## config.mk

```make
export PLATFORM = sky130hd
export DESIGN_NAME = serial_frame_window_deframer
export DESIGN_NICKNAME = d
export VERILOG_FILES = /design/src/hdl/sfwd_pkg.sv /design/src/hdl/serial_frame_window_deframer.sv /design/src/hdl/sfwd_cell.sv /design/src/hdl/sfwd_out.sv
export SDC_FILE = /design/constraint.sdc
export NUM_CORES = 1
export LEC_CHECK = 0
export BUFFER_PORTS_ARGS = -buffer_cell sky130_fd_sc_hd__buf_2
export CAP_MARGIN = 20
export CORE_MARGIN = 1
export CORE_UTILIZATION = 57
export DETAILED_ROUTE_END_ITERATION = 7
export PLACE_DENSITY = 0.91
export SLEW_MARGIN = 5
export SYNTH_ARGS = -nofsm -noshare
export SYNTH_HDL_FRONTEND = slang
export SYNTH_SLANG_ARGS = --single-unit
```

## constraint.sdc

```tcl
create_clock -name clock -period 11.1 [get_ports clock]
set_clock_uncertainty 0.2 [all_clocks]
set_input_delay 2.775 -clock clock [delete_from_list [all_inputs] [get_ports clock]]
set_output_delay 2.775 -clock clock [all_outputs]
set_load 0.02 [all_outputs]
```

## src/hdl/sfwd_pkg.sv

```systemverilog
// Shared constants and types of the serial frame window deframer.
package sfwd_pkg;

   localparam int FRAME_BYTES_DEF = 19;

   localparam logic [7:0] START_MARKER_RST = 8'h40;
   localparam logic [7:0] END_MARKER_RST   = 8'h2B;

   localparam int CSR_ADDR_W = 3;
   localparam int CSR_DATA_W = 32;

   localparam logic REG_START_MARKER = 1'b0;
   localparam logic REG_END_MARKER   = 1'b1;

   localparam logic STATUS_OK  = 1'b0;
   localparam logic STATUS_BAD = 1'b1;

   // Frame check request that travels from the window to the result stage.
   typedef struct packed {
      logic pend;
      logic hit;
      logic sum_ok;
   } chk_type;

endpackage

```

## src/hdl/serial_frame_window_deframer.sv

```systemverilog
// Top level of the serial frame window deframer.
//
// Usage: every item on the req_ channel carries one byte received from a
// serial link. The bytes enter a row of FRAME_BYTES byte cells. Until the
// row is full each byte lands in the next free cell; after that every new
// byte enters the last cell and all others move one cell toward the front.
// After each byte the window is checked: when its first byte equals the
// start marker and its last byte equals the end marker, one item leaves on
// the rsp_ channel with status zero and four little-endian words from bytes
// 2 to 17, or with status one and zero words when the XOR of bytes 2 to
// FRAME_BYTES-2 differs from byte 1. Other bytes give no item.
// The XOR is kept as a running value updated with every byte. One byte is
// taken every cycle while req_stall is low. An output register and a
// one-deep check stage part the channels; req_stall rises only when a check
// waits behind a stalled result item. Reset empties the window, clears all
// bytes to zero and restores the markers to '@' and '+'. The markers are
// written over the APB-style port at byte addresses 0 and 4; the user must
// write them only while the block is idle; the block does not enforce it.
module serial_frame_window_deframer #(
   parameter int FRAME_BYTES = sfwd_pkg::FRAME_BYTES_DEF
) (
   input  logic                            clock,
   input  logic                            reset,
   input  logic                            req_valid,
   output logic                            req_stall,
   input  logic [7:0]                      req_rx_byte,
   output logic                            rsp_valid,
   input  logic                            rsp_stall,
   output logic                            rsp_status,
   output logic [31:0]                     rsp_thrust_bits,
   output logic [31:0]                     rsp_rate_x_bits,
   output logic [31:0]                     rsp_rate_y_bits,
   output logic [31:0]                     rsp_rate_z_bits,
   input  logic                            psel,
   input  logic                            penable,
   input  logic                            pwrite,
   input  logic [sfwd_pkg::CSR_ADDR_W-1:0] paddr,
   input  logic [sfwd_pkg::CSR_DATA_W-1:0] pwdata,
   output logic [sfwd_pkg::CSR_DATA_W-1:0] prdata,
   output logic                            pready
);
   import sfwd_pkg::*;

   localparam int FILL_W = $clog2(FRAME_BYTES + 1);

   // Configuration registers.
   logic [7:0] start_ff;
   logic [7:0] start_in;
   logic [7:0] end_ff;
   logic [7:0] end_in;
   logic       csr_wr;
   logic       reg_sel;

   assign pready  = 1'b1;
   assign csr_wr  = psel && penable && pwrite;
   assign reg_sel = paddr[2];

   always_comb begin
      start_in = start_ff;
      end_in   = end_ff;
      if (csr_wr) begin
         case (reg_sel)
            REG_START_MARKER: begin
               start_in = pwdata[7:0];
            end
            REG_END_MARKER: begin
               end_in = pwdata[7:0];
            end
            default: begin
               start_in = start_ff;
            end
         endcase
      end
   end

   always_comb begin
      case (reg_sel)
         REG_START_MARKER: prdata = {{(CSR_DATA_W-8){1'b0}}, start_ff};
         REG_END_MARKER:   prdata = {{(CSR_DATA_W-8){1'b0}}, end_ff};
         default:          prdata = '0;
      endcase
   end

   always_ff @(posedge clock) begin
      if (reset) begin
         start_ff <= START_MARKER_RST;
         end_ff   <= END_MARKER_RST;
      end else begin
         start_ff <= start_in;
         end_ff   <= end_in;
      end
   end

   // Byte window: a chain of cells, the last one fed by the incoming byte.
   logic              accept;
   logic              hold;
   logic [FILL_W-1:0] fill_ff;
   logic [FILL_W-1:0] fill_in;
   logic              full;
   logic [7:0]        win [FRAME_BYTES];

   assign req_stall = hold;
   assign accept    = req_valid && !hold;
   assign full      = (fill_ff == FILL_W'(FRAME_BYTES));

   genvar gi;
   generate
      for (gi = 0; gi < FRAME_BYTES; gi++) begin : g_cell
         logic [7:0] next_byte;
         if (gi == FRAME_BYTES - 1) begin : g_last
            assign next_byte = req_rx_byte;
         end else begin : g_mid
            assign next_byte = win[gi+1];
         end
         sfwd_cell #(
            .INDEX  (gi),
            .FILL_W (FILL_W)
         ) u_cell (
            .clock     (clock),
            .reset     (reset),
            .accept    (accept),
            .full      (full),
            .fill      (fill_ff),
            .next_byte (next_byte),
            .rx_byte   (req_rx_byte),
            .data      (win[gi])
         );
      end
   endgenerate

   always_comb begin
      fill_in = fill_ff;
      if (accept && !full) begin
         fill_in = fill_ff + FILL_W'(1);
      end
   end

   // Running XOR of bytes 2 to FRAME_BYTES-2. While filling, a new byte in
   // that span is folded in; once full, byte 2 leaves the span and the last
   // byte enters it.
   logic [7:0] sum_ff;
   logic [7:0] sum_in;
   logic       fill_in_span;

   assign fill_in_span = (fill_ff >= FILL_W'(2)) && (fill_ff <= FILL_W'(FRAME_BYTES - 2));

   always_comb begin
      sum_in = sum_ff;
      if (accept) begin
         if (full) begin
            sum_in = sum_ff ^ win[2] ^ win[FRAME_BYTES-1];
         end else if (fill_in_span) begin
            sum_in = sum_ff ^ req_rx_byte;
         end
      end
   end

   // A check is pending after every byte and stays pending while the
   // result register is blocked.
   logic pend_ff;
   logic pend_in;

   assign pend_in = accept || hold;

   always_ff @(posedge clock) begin
      if (reset) begin
         fill_ff <= '0;
         sum_ff  <= 8'h00;
         pend_ff <= 1'b0;
      end else begin
         fill_ff <= fill_in;
         sum_ff  <= sum_in;
         pend_ff <= pend_in;
      end
   end

   chk_type chk;

   assign chk.pend   = pend_ff;
   assign chk.hit    = (win[0] == start_ff) && (win[FRAME_BYTES-1] == end_ff);
   assign chk.sum_ok = (sum_ff == win[1]);

   sfwd_out u_out (
      .clock           (clock),
      .reset           (reset),
      .chk             (chk),
      .thrust_word     ({win[5],  win[4],  win[3],  win[2]}),
      .rate_x_word     ({win[9],  win[8],  win[7],  win[6]}),
      .rate_y_word     ({win[13], win[12], win[11], win[10]}),
      .rate_z_word     ({win[17], win[16], win[15], win[14]}),
      .hold            (hold),
      .rsp_valid       (rsp_valid),
      .rsp_stall       (rsp_stall),
      .rsp_status      (rsp_status),
      .rsp_thrust_bits (rsp_thrust_bits),
      .rsp_rate_x_bits (rsp_rate_x_bits),
      .rsp_rate_y_bits (rsp_rate_y_bits),
      .rsp_rate_z_bits (rsp_rate_z_bits)
   );
endmodule

```

## src/hdl/sfwd_cell.sv

```systemverilog
// One byte cell of the receive window shift chain.
module sfwd_cell #(
   parameter int INDEX  = 0,
   parameter int FILL_W = 5
) (
   input  logic              clock,
   input  logic              reset,
   input  logic              accept,
   input  logic              full,
   input  logic [FILL_W-1:0] fill,
   input  logic [7:0]        next_byte,
   input  logic [7:0]        rx_byte,
   output logic [7:0]        data
);
   logic [7:0] data_ff;
   logic [7:0] data_in;

   always_comb begin
      data_in = data_ff;
      if (accept) begin
         if (full) begin
            data_in = next_byte;
         end else if (fill == FILL_W'(INDEX)) begin
            data_in = rx_byte;
         end
      end
   end

   always_ff @(posedge clock) begin
      if (reset) begin
         data_ff <= 8'h00;
      end else begin
         data_ff <= data_in;
      end
   end

   assign data = data_ff;
endmodule

```

## src/hdl/sfwd_out.sv

```systemverilog
// Result stage: holds one finished frame item until the receiver takes it.
module sfwd_out (
   input  logic                 clock,
   input  logic                 reset,
   input  sfwd_pkg::chk_type    chk,
   input  logic [31:0]          thrust_word,
   input  logic [31:0]          rate_x_word,
   input  logic [31:0]          rate_y_word,
   input  logic [31:0]          rate_z_word,
   output logic                 hold,
   output logic                 rsp_valid,
   input  logic                 rsp_stall,
   output logic                 rsp_status,
   output logic [31:0]          rsp_thrust_bits,
   output logic [31:0]          rsp_rate_x_bits,
   output logic [31:0]          rsp_rate_y_bits,
   output logic [31:0]          rsp_rate_z_bits
);
   import sfwd_pkg::*;

   logic        valid_ff;
   logic        valid_in;
   logic        status_ff;
   logic [31:0] thrust_ff;
   logic [31:0] rate_x_ff;
   logic [31:0] rate_y_ff;
   logic [31:0] rate_z_ff;
   logic        slot_free;
   logic        load;

   assign slot_free = !valid_ff || !rsp_stall;
   assign load      = chk.pend && chk.hit && slot_free;
   assign hold      = chk.pend && !slot_free;

   always_comb begin
      valid_in = valid_ff;
      if (load) begin
         valid_in = 1'b1;
      end else if (!rsp_stall) begin
         valid_in = 1'b0;
      end
   end

   always_ff @(posedge clock) begin
      if (reset) begin
         valid_ff <= 1'b0;
      end else begin
         valid_ff <= valid_in;
      end
   end

   // A checksum mismatch reports zero words.
   always_ff @(posedge clock) begin
      if (load) begin
         status_ff <= chk.sum_ok ? STATUS_OK : STATUS_BAD;
         thrust_ff <= chk.sum_ok ? thrust_word : 32'h0;
         rate_x_ff <= chk.sum_ok ? rate_x_word : 32'h0;
         rate_y_ff <= chk.sum_ok ? rate_y_word : 32'h0;
         rate_z_ff <= chk.sum_ok ? rate_z_word : 32'h0;
      end
   end

   assign rsp_valid       = valid_ff;
   assign rsp_status      = status_ff;
   assign rsp_thrust_bits = thrust_ff;
   assign rsp_rate_x_bits = rate_x_ff;
   assign rsp_rate_y_bits = rate_y_ff;
   assign rsp_rate_z_bits = rate_z_ff;
endmodule

```

# Yosys cells after proc, flatten, opt, wreduce, memory -nomap -nowiden
# Cells that the tools add are included.
[op_classes] reduce_logical=59 magnitude_cmp=2 n_addsub=1 n_bitwise=4 n_mux=44 eq_ne=23
[op_table] op="8-bit two-way mux" n=40
[op_table] op="32-bit case mux with 2 select lines" n=1
[op_table] op="2-bit AND reduction" n=22
[op_table] op="5-bit by 4-bit equality test with 1-bit output (second input constant)" n=8
[op_table] op="2-bit nonzero test" n=20
[op_table] op="8-bit equality test" n=3
[op_table] op="8-bit XOR" n=3
[op_table] op="5-bit by 3-bit equality test with 1-bit output (second input constant)" n=4
[op_table] op="5-bit equality test (second input constant)" n=4
[op_table] op="5-bit by 2-bit equality test with 1-bit output (second input constant)" n=2
[op_table] op="1-bit logical AND" n=9
[op_table] op="5-bit by 1-bit adder with 5-bit output (second input constant)" n=1
[op_table] op="5-bit by 1-bit equality test with 1-bit output (second input constant)" n=1
[op_table] op="5-bit by 2-bit greater-or-equal comparator with 1-bit output (second input constant)" n=1
[op_table] op="5-bit <= comparator (second input constant)" n=1
[op_table] op="1-bit zero test" n=5
[op_table] op="5-bit zero test" n=1
[op_table] op="1-bit two-way mux" n=3
[op_table] op="1-bit logical OR" n=2
[op_table] op="2-bit by 1-bit inequality test with 1-bit output (second input constant)" n=1
[op_table] op="1-bit inverter" n=1
[word_totals] in_bits=50 ff_bits=312 output_inout_bits=164 word_cells=163

# Depth between registers and ports, before layout
# Gate-level depths: netlist of the first run.
[logic_depth] depth_word=7 mapped_depth=10 ltp_nobuf=7

# By module
# A second synthesis of the first run with hierarchy kept.
[hier_totals] cells_unflattened=1285 area_unflattened_um2=15813.9
[modules_own_cells] mod="sfwd_out" n_inst=1 area_each_um2=4867.2 seq_area_each_um2=3893.7 cells_per_inst=278
[modules_own_cells] mod="sfwd_cell at g_cell[10].u_cell ..." n_inst=10 area_each_um2=452.9 seq_area_each_um2=160.2 cells_per_inst=41
[modules_own_cells] mod="serial_frame_window_deframer" n_inst=1 area_each_um2=2040.7 seq_area_each_um2=600.6 cells_per_inst=236
[modules_own_cells] mod="sfwd_cell at g_cell[1].u_cell ..." n_inst=4 area_each_um2=488.0 seq_area_each_um2=160.2 cells_per_inst=40
[modules_own_cells] mod="sfwd_cell at g_cell[17].u_cell ..." n_inst=2 area_each_um2=496.7 seq_area_each_um2=160.2 cells_per_inst=40
[modules_own_cells] mod="sfwd_cell at g_cell[16].u_cell" n_inst=1 area_each_um2=494.2 seq_area_each_um2=160.2 cells_per_inst=40
[modules_own_cells] mod="sfwd_cell at g_cell[0].u_cell" n_inst=1 area_each_um2=485.5 seq_area_each_um2=160.2 cells_per_inst=40
[modules_own_cells] mod="sfwd_cell at g_cell[15].u_cell" n_inst=1 area_each_um2=451.7 seq_area_each_um2=160.2 cells_per_inst=41

# Worst setup path after synthesis of the first run
# Ideal clock, no wire load.
[synth_path] path_kind="in2reg" start="input rsp_stall" end="register u_out.rate_x_ff[0] (netlist: u_out.rsp_rate_x_bits[0]) (enable)" path_slack_ns=1.235 arrival_time_ns=9.005 cell_stages=1 n_path_buf=0 required_time_ns=10.240 setup_ns=0.660 path_cell_list="a21oi_1"
[synth_between] elab_chain_len=3
[synth_lines] item="start: declaration" line_no="serial_frame_window_deframer.sv:28" rtl="input logic rsp_stall,"
[synth_lines] item="1-bit zero test" line_no="sfwd_out.sv:31" rtl="assign slot_free = !valid_ff || !rsp_stall;"
[synth_lines] item="1-bit logical OR" line_no="sfwd_out.sv:31"
[synth_lines] item="1-bit logical AND" line_no="sfwd_out.sv:32" rtl="assign load = chk.pend && chk.hit && slot_free;"
[synth_lines] item="end signal: assignment" line_no="sfwd_out.sv:57" rtl="rate_x_ff <= chk.sum_ok ? rate_x_word : 32'h0;"
[synth_lines] item="end: declaration" line_no="sfwd_out.sv:25" rtl="logic [31:0] rate_x_ff;"
# Every way passes these cells.
# A chain may end at the register's enable or synchronous reset.

# Final worst setup path of the first run
[layout_path] start="input paddr[2] in the netlist's numbering" end="output prdata[7] in the netlist's numbering"
[layout_between] elab_chain_len=2
[layout_lines] item="start: declaration" line_no="serial_frame_window_deframer.sv:37" rtl="input logic [sfwd_pkg::CSR_ADDR_W-1:0] paddr,"
[layout_lines] item="1-bit inverter (no line)"
[layout_lines] item="32-bit case mux with 2 select lines *" line_no="serial_frame_window_deframer.sv:77" rtl="case (reg_sel)"
[layout_lines] item="end: declaration" line_no="serial_frame_window_deframer.sv:39" rtl="output logic [sfwd_pkg::CSR_DATA_W-1:0] prdata,"
# Every way passes the cells marked *; elsewhere a longest branch is shown, timed or not. The select of a mux whose other input is x is not followed.

==> metrics.cfg, run 1 <==
[setup_path]
required_ps=8120
cp_max_fo=11
path_class=in2out
slowest_delay_ps=360
path_cells=buf_2 -> mux2_2 -> buf_2
start_kind=primary input
crit_family=buffers and inverters
crit_top_cell=buf_2
worstPathArrival_ps=3520
endpoint_kind=output port
critPathBufInv=2
crit_path_top_delay_cell=mux2_2

[pwr]
p_int_w=0.00177
p_leak_nw=5.47
p_clk_share_pct=41.2
combinationalPowerShare_pct=6.8
p_per_area_nw_per_um2=157
power_frac_seq_pct=52.0
switchingPower_w=0.000548
ir_drop_uv=111
switching_share_pct=23.7

[synth]
synth_area_um2=13200
synthFlopType=dfxtp_1
ys_ff_latch=312
yosysSeqAreaShare_pct=57.1
yosysUniqueCellTypes=44
yosys_warnings=0
synth-edff-count=129
netlist_instances=1271
async_flop_share_pct=0
syn_avg_cell_area_um2=10.4

[timing]
fmax_mhz=154
setup_viol=0
drv_slew=0
fin_setup_tns_ps=0
worst_pin_slew_ps=1070
report.final.hold_viol_count=0
period_share_pct=58.5
period_needed_ps=6490
grt_setup_unrepaired=no
slew_headroom_pct=28.6

[grt]
antenna_found_initial=0
grt_max_degree=110
track_usage_pct=25.0
grt_pass1_wl_mm=47.5
grt_pass1_vias=9064
grt_overflow=0

[job]
drv_cap=0

[floorplan]
ios=214
die_w_um=154
core-area_um2=22700
initial_utilization_pct=58.2
num_rows=55
die_y_um=154
die_area_um2=23800

[min_path]
hp-class=reg2reg

[cells_and_area]
finalNetCount=1428
syn2layout_area_growth_pct=11.4
final_cells=1682
final_area_um2=14700
diodes=0
drive_gt1_share_pct=18.3

[placed_design]
dp_cells=1626
gp_congestion=0.859
place_area_um2=13800
numPortBuffers=162
dpl.hpwl_mm=19.6

[clock_network]
clkSinkCount=312
insertion_delay_ps=550
cts_setup_buffers=0
clk_path_buf_depth=3
htree_num_levels=1
cts_tree=yes
ctsHoldBuffers=0
cts-root-buf=clkbuf_16
ctsResizeCount=0
numCtsBuffers=30
clkTransAtPathRegs_ps=60

[route]
routed_wl_mm=30.6
first_pass_iters=7
drtIter0Drc=1231
drcViolationCount=0
ant_nets=0
routed_via_density=5.88
vias=9883
avgRoutedWirePerCell_um=18.2

[status]
status=finished, final reports clean

routing by layer:
| layer | track usage [%] | share of wire [%] | vias to the layer above |
|---|---|---|---|
| met5 | 0 | 0 | - |
| li1 | - | - | 4609 |
| met1 | 33.6 | 41 | 4659 |
| met4 | 10.7 | 3.2 | 0 |
| met3 | 4.46 | 9.0 | 86 |
| met2 | 40.1 | 46 | 529 |
placed cells by master, fill, tap and decap left out, drive strengths merged, types with 9 or more instances in the layout:
cell type    n
a211oi     120
clkbuf      44
nand2       70
clkinv       9
mux2        19
inv          9
xnor2       36
nor2b       10
dfxtp      183
buf        168
conb        25
nor2       183
a21oi      192
mux2i        9
edfxtp     129
nand4       10
and2       136
state kept, by name, summed over array words and instances (netlist names), 8 cells and up:
name and flops:
start_ff 8, u_out.rsp_thrust_bits 32, g_cell.u_cell.data 152, u_out.rsp_rate_z_bits 32, u_out.rsp_rate_y_bits 32, sum_ff 8
end_ff 8, u_out.rsp_rate_x_bits 32
logic make-up (layout without fill, tap and decap cells):
logic type	count (synthesis)	after routing	synth area share [%]
flops	312	312	57.1
other cells	2	25	0.0568
compound gates	328	328	15.1
buf+inv	128	231	5.89
xor+xnor	36	36	2.39
mux	28	28	2.30
fa+ha+maj	4	4	0.379
simple gates	433	433	16.9
worst min-delay path, delay by kind of cell, from the launching register on:
kind / cells / cell delay, ps
flops: 1 / 340
simple gates: 1 / 60
compound gates: 1 / 60
power by group through the flow:
stage / sequential, W / combinational [W] / clock [W]
after detailed placement: 0.00123 / 0.000153 / 0
after global routing: 0.00121 / 0.000171 / 0.00101
final: 0.00120 / 0.000156 / 0.000955
after global placement: 0.00123 / 0.000148 / 0
after floorplan: 0.00123 / 0.000123 / 0
after CTS: 0.00120 / 0.000154 / 0.000961
synth_stat cells (7+ instances only):
| library cell | count | share of area (%) |
|---|---|---|
| buf_2 | 16 | 0.61 |
| clkbuf_1 | 43 | 1.2 |
| edfxtp_1 | 129 | 29 |
| nor2_4 | 11 | 0.94 |
| and2_1 | 136 | 6.4 |
| inv_1 | 7 | 0.20 |
| nand4_1 | 10 | 0.47 |
| dfxtp_1 | 183 | 28 |
| a21oi_1 | 192 | 7.3 |
| mux2i_1 | 9 | 0.68 |
| buf_6 | 13 | 1.1 |
| nand2_1 | 69 | 2.0 |
| o22ai_1 | 8 | 0.38 |
| mux2_2 | 15 | 1.3 |
| buf_4 | 48 | 2.7 |
| nor2_1 | 172 | 4.9 |
| xnor2_1 | 36 | 2.4 |
| a211oi_1 | 120 | 6.8 |
| nor2b_1 | 10 | 0.47 |
cell type report:
type                       instances  area (µm²)
tap                              285         357
sequential                       312        7540
multi-input combinational        854        5000
timing repair buffer             168         878
clock inverter                    11        58.8
clock buffer                      44         861
fill                            1665        7990
inverter                           8        30.0
per-stage QoR:
stage / hold slack (ps) / power [W] / setup slack (ps) / util [%]
after global placement: 277 / 0.00138 / 4630 / 60.7
after detailed placement: 285 / 0.00138 / 4610 / 60.7
after floorplan: 259 / 0.00135 / 1240 / -
after CTS: 297 / 0.00232 / 4610 / 64.7
final: 302 / 0.00232 / 4610 / 64.8
after global routing: 312 / 0.00238 / 4580 / 64.8
final timing paths:
kind / startpoint / to / slack (ps) / cells past startpoint
worst max register to register: fill_ff[4] / g_cell[16].u_cell.data[1] / 7270 / 6
worst max-delay path: paddr[2] / prdata[7] / 4610 / 3
worst min-delay path: start_ff[5] / start_ff[5] / 300 / 2
worst min register to register: start_ff[5] / start_ff[5] / 300 / 2
No activity file was read; power rests on OpenSTA's default activity.
==> run 2, diff against run 1 <==
ABC_AREA = 1   (was unset)
clock period = 6.8 ns   (was 11.1 ns; I/O delays follow)
==> run 2 against run 1 <==
Against the previous run:
- combinational power is 90% higher
- total power is 77% higher
- clock power is 93% higher
- wire length is 10% higher
- first-iteration DRC count is 4.3% higher
- worst setup slack worse by 2000 ps
- synthesized area is 4.5% higher
- sequential share of layout area is 3.1 points lower
- hold slack worse by 37 ps
- register-to-register slack worse by 4400 ps
- sequential cell count stayed put
==> metrics.cfg, run 2 <==
[clock_network]
insertion_delay_ps=560
cts-root-buf=clkbuf_16
cts_setup_buffers=0
ctsHoldBuffers=0
numCtsBuffers=31
clkSinkCount=312
ctsResizeCount=0
clk_path_buf_depth=3
clkTransAtPathRegs_ps=60
htree_num_levels=1
cts_tree=yes

[timing]
period_share_pct=62.3
slew_headroom_pct=25.3
fin_setup_tns_ps=0
period_needed_ps=4240
fmax_mhz=236
setup_viol=0
worst_pin_slew_ps=1120
grt_setup_unrepaired=no
report.final.hold_viol_count=0
drv_slew=0

[pwr]
p_leak_nw=6.03
ir_drop_uv=187
p_per_area_nw_per_um2=262

[setup_path]
cp_max_fo=18
worstPathArrival_ps=2340
crit_path_top_delay_cell=buf_2
path_cells=buf_2 -> nand2_1 -> o21ai_0 -> buf_2
rrSetupSlack_ps=2870
slowest_delay_ps=250
endpoint_kind=output port
r2r-start=fill_ff[0]
worst_r2r_path_depth=9
start_kind=primary input
r2r-end=g_cell[4].u_cell.data[0]
required_ps=4900
crit_top_cell=buf_2
path_class=in2out

[synth]
synth_area_um2=13800
yosysUniqueCellTypes=33
ys_ff_latch=312
async_flop_share_pct=0
synth-edff-count=129
netlist_instances=1714
synthFlopType=dfxtp_1
syn_avg_cell_area_um2=8.05
synthTopCellsByCount=nand2_1, nor2_1, inv_1, dfxtp_1, nand3_1
synth_top_area_share_pct=28.1
synth.area.top_cells=edfxtp_1, dfxtp_1, nand2_1
yosysSeqAreaShare_pct=54.6
synth.most_common_cell=nand2_1
synth_top_area_cell=edfxtp_1
yosys_warnings=0

[grt]
grt_pass1_wl_mm=53.4
antenna_found_initial=0
track_usage_pct=27.0
grt_pass1_vias=11000
grt_max_degree=109
grt_overflow=0

[min_path]
hold_end=g_cell[12].u_cell.data[6]
hp-class=reg2reg
holdCritStartpoint=g_cell[12].u_cell.data[6]
hold_path_depth=2

[floorplan]
die_area_um2=24800
die_w_um=158
initial_utilization_pct=58.4
die_y_um=158
core-area_um2=23600
ios=214
num_rows=56

[route]
drtIter0Drc=1284
vias=11900
drcViolationCount=0
routed_wl_mm=33.7
avgRoutedWirePerCell_um=15.5
ant_nets=0
first_pass_iters=5
routed_via_density=5.48

[placed_design]
dp_cells=2117
dpl.hpwl_mm=21.9
gp_congestion=0.948
numPortBuffers=162

[cells_and_area]
postLayoutCoreUtil_pct=66.3
fillers=1869
final_common_cell=nand2_1
drive_gt1_share_pct=12.5
syn2layout_area_growth_pct=13.5
mostFrequentLayoutCells=nand2_1, nor2_1, inv_1, dfxtp_1, buf_2
largest_reg_flops=152
final_cells=2176
diodes=0
finalNetCount=1886

[status]
status=finished, final reports clean

[job]
drv_cap=0

[run 2: power breakdown]
| part | total [W] | switching [W] | internal (W) |
|---|---|---|---|
| clock network | 0.00184 | 0.000715 | 0.00112 |
| registers | 0.00197 | 0.0000185 | 0.00196 |
| logic | 0.000297 | 0.000223 | 0.0000739 |
[run 2: cell type report]
cell class                      instances  area [µm²]  share of cell area [%]
Sequential cell                       312        7540                    48.1
Multi-Input combinational cell       1109        4960                    31.7
Timing Repair Buffer                  171         878                    5.61
Clock buffer                           36         815                    5.20
Inverter                              207         777                    4.96
Tap cell                              319         399                    2.55
Clock inverter                         22         295                    1.89
[run 2: worst max path at each step]
stage                          from                        to  slack, ps  depth (start not counted)
after CTS                  paddr[2]                 prdata[1]       2580                          4
after global routing       paddr[2]                 prdata[3]       2460                          4
after floorplan           rsp_stall  u_out.rsp_rate_x_bits[0]        970                          3
after detailed placement  rsp_stall  g_cell[4].u_cell.data[0]       2400                         10
after global placement    rsp_stall  g_cell[8].u_cell.data[7]       2480                         10
final                      paddr[2]                 prdata[1]       2560                          4
[run 2: kinds of logic after synthesis]
kind of cell               share of synthesized area, %
xor gates and xnor gates                          0.762
buffers and inverters                              10.2
DFF                                                54.6
other                                            0.0544
and+or+nand+nor                                    21.0
adders and majority gates                         0.363
AOI/OAI and AO/OA                                  13.0
[run 2: routing by layer]
metal,GRT usage [%],vias to the layer above,part of all wire [%]
met1,35.5,5479,40
met4,11.0,0,3.4
met3,3.28,97,8.0
met2,45.3,613,48
met5,0,-,0
li1,-,5740,-
[run 2: critical path, delay by kind of cell]
kind | cells | cell delay [ps]
buffers and inverters | 2 | 450
AOI/OAI and AO/OA | 1 | 100
and+or+nand+nor | 1 | 90
[run 2: per-stage QoR]
stage	power, W	setup slack (ps)	hold WS [ps]	instance area (µm²)
floorplan	0.00224	973	245	13900
global placement	0.00229	2480	252	14500
detailed placement	0.00230	2400	256	14500
CTS	0.00411	2580	267	15700
global route	0.00423	2460	285	15700
finish	0.00411	2560	264	15700
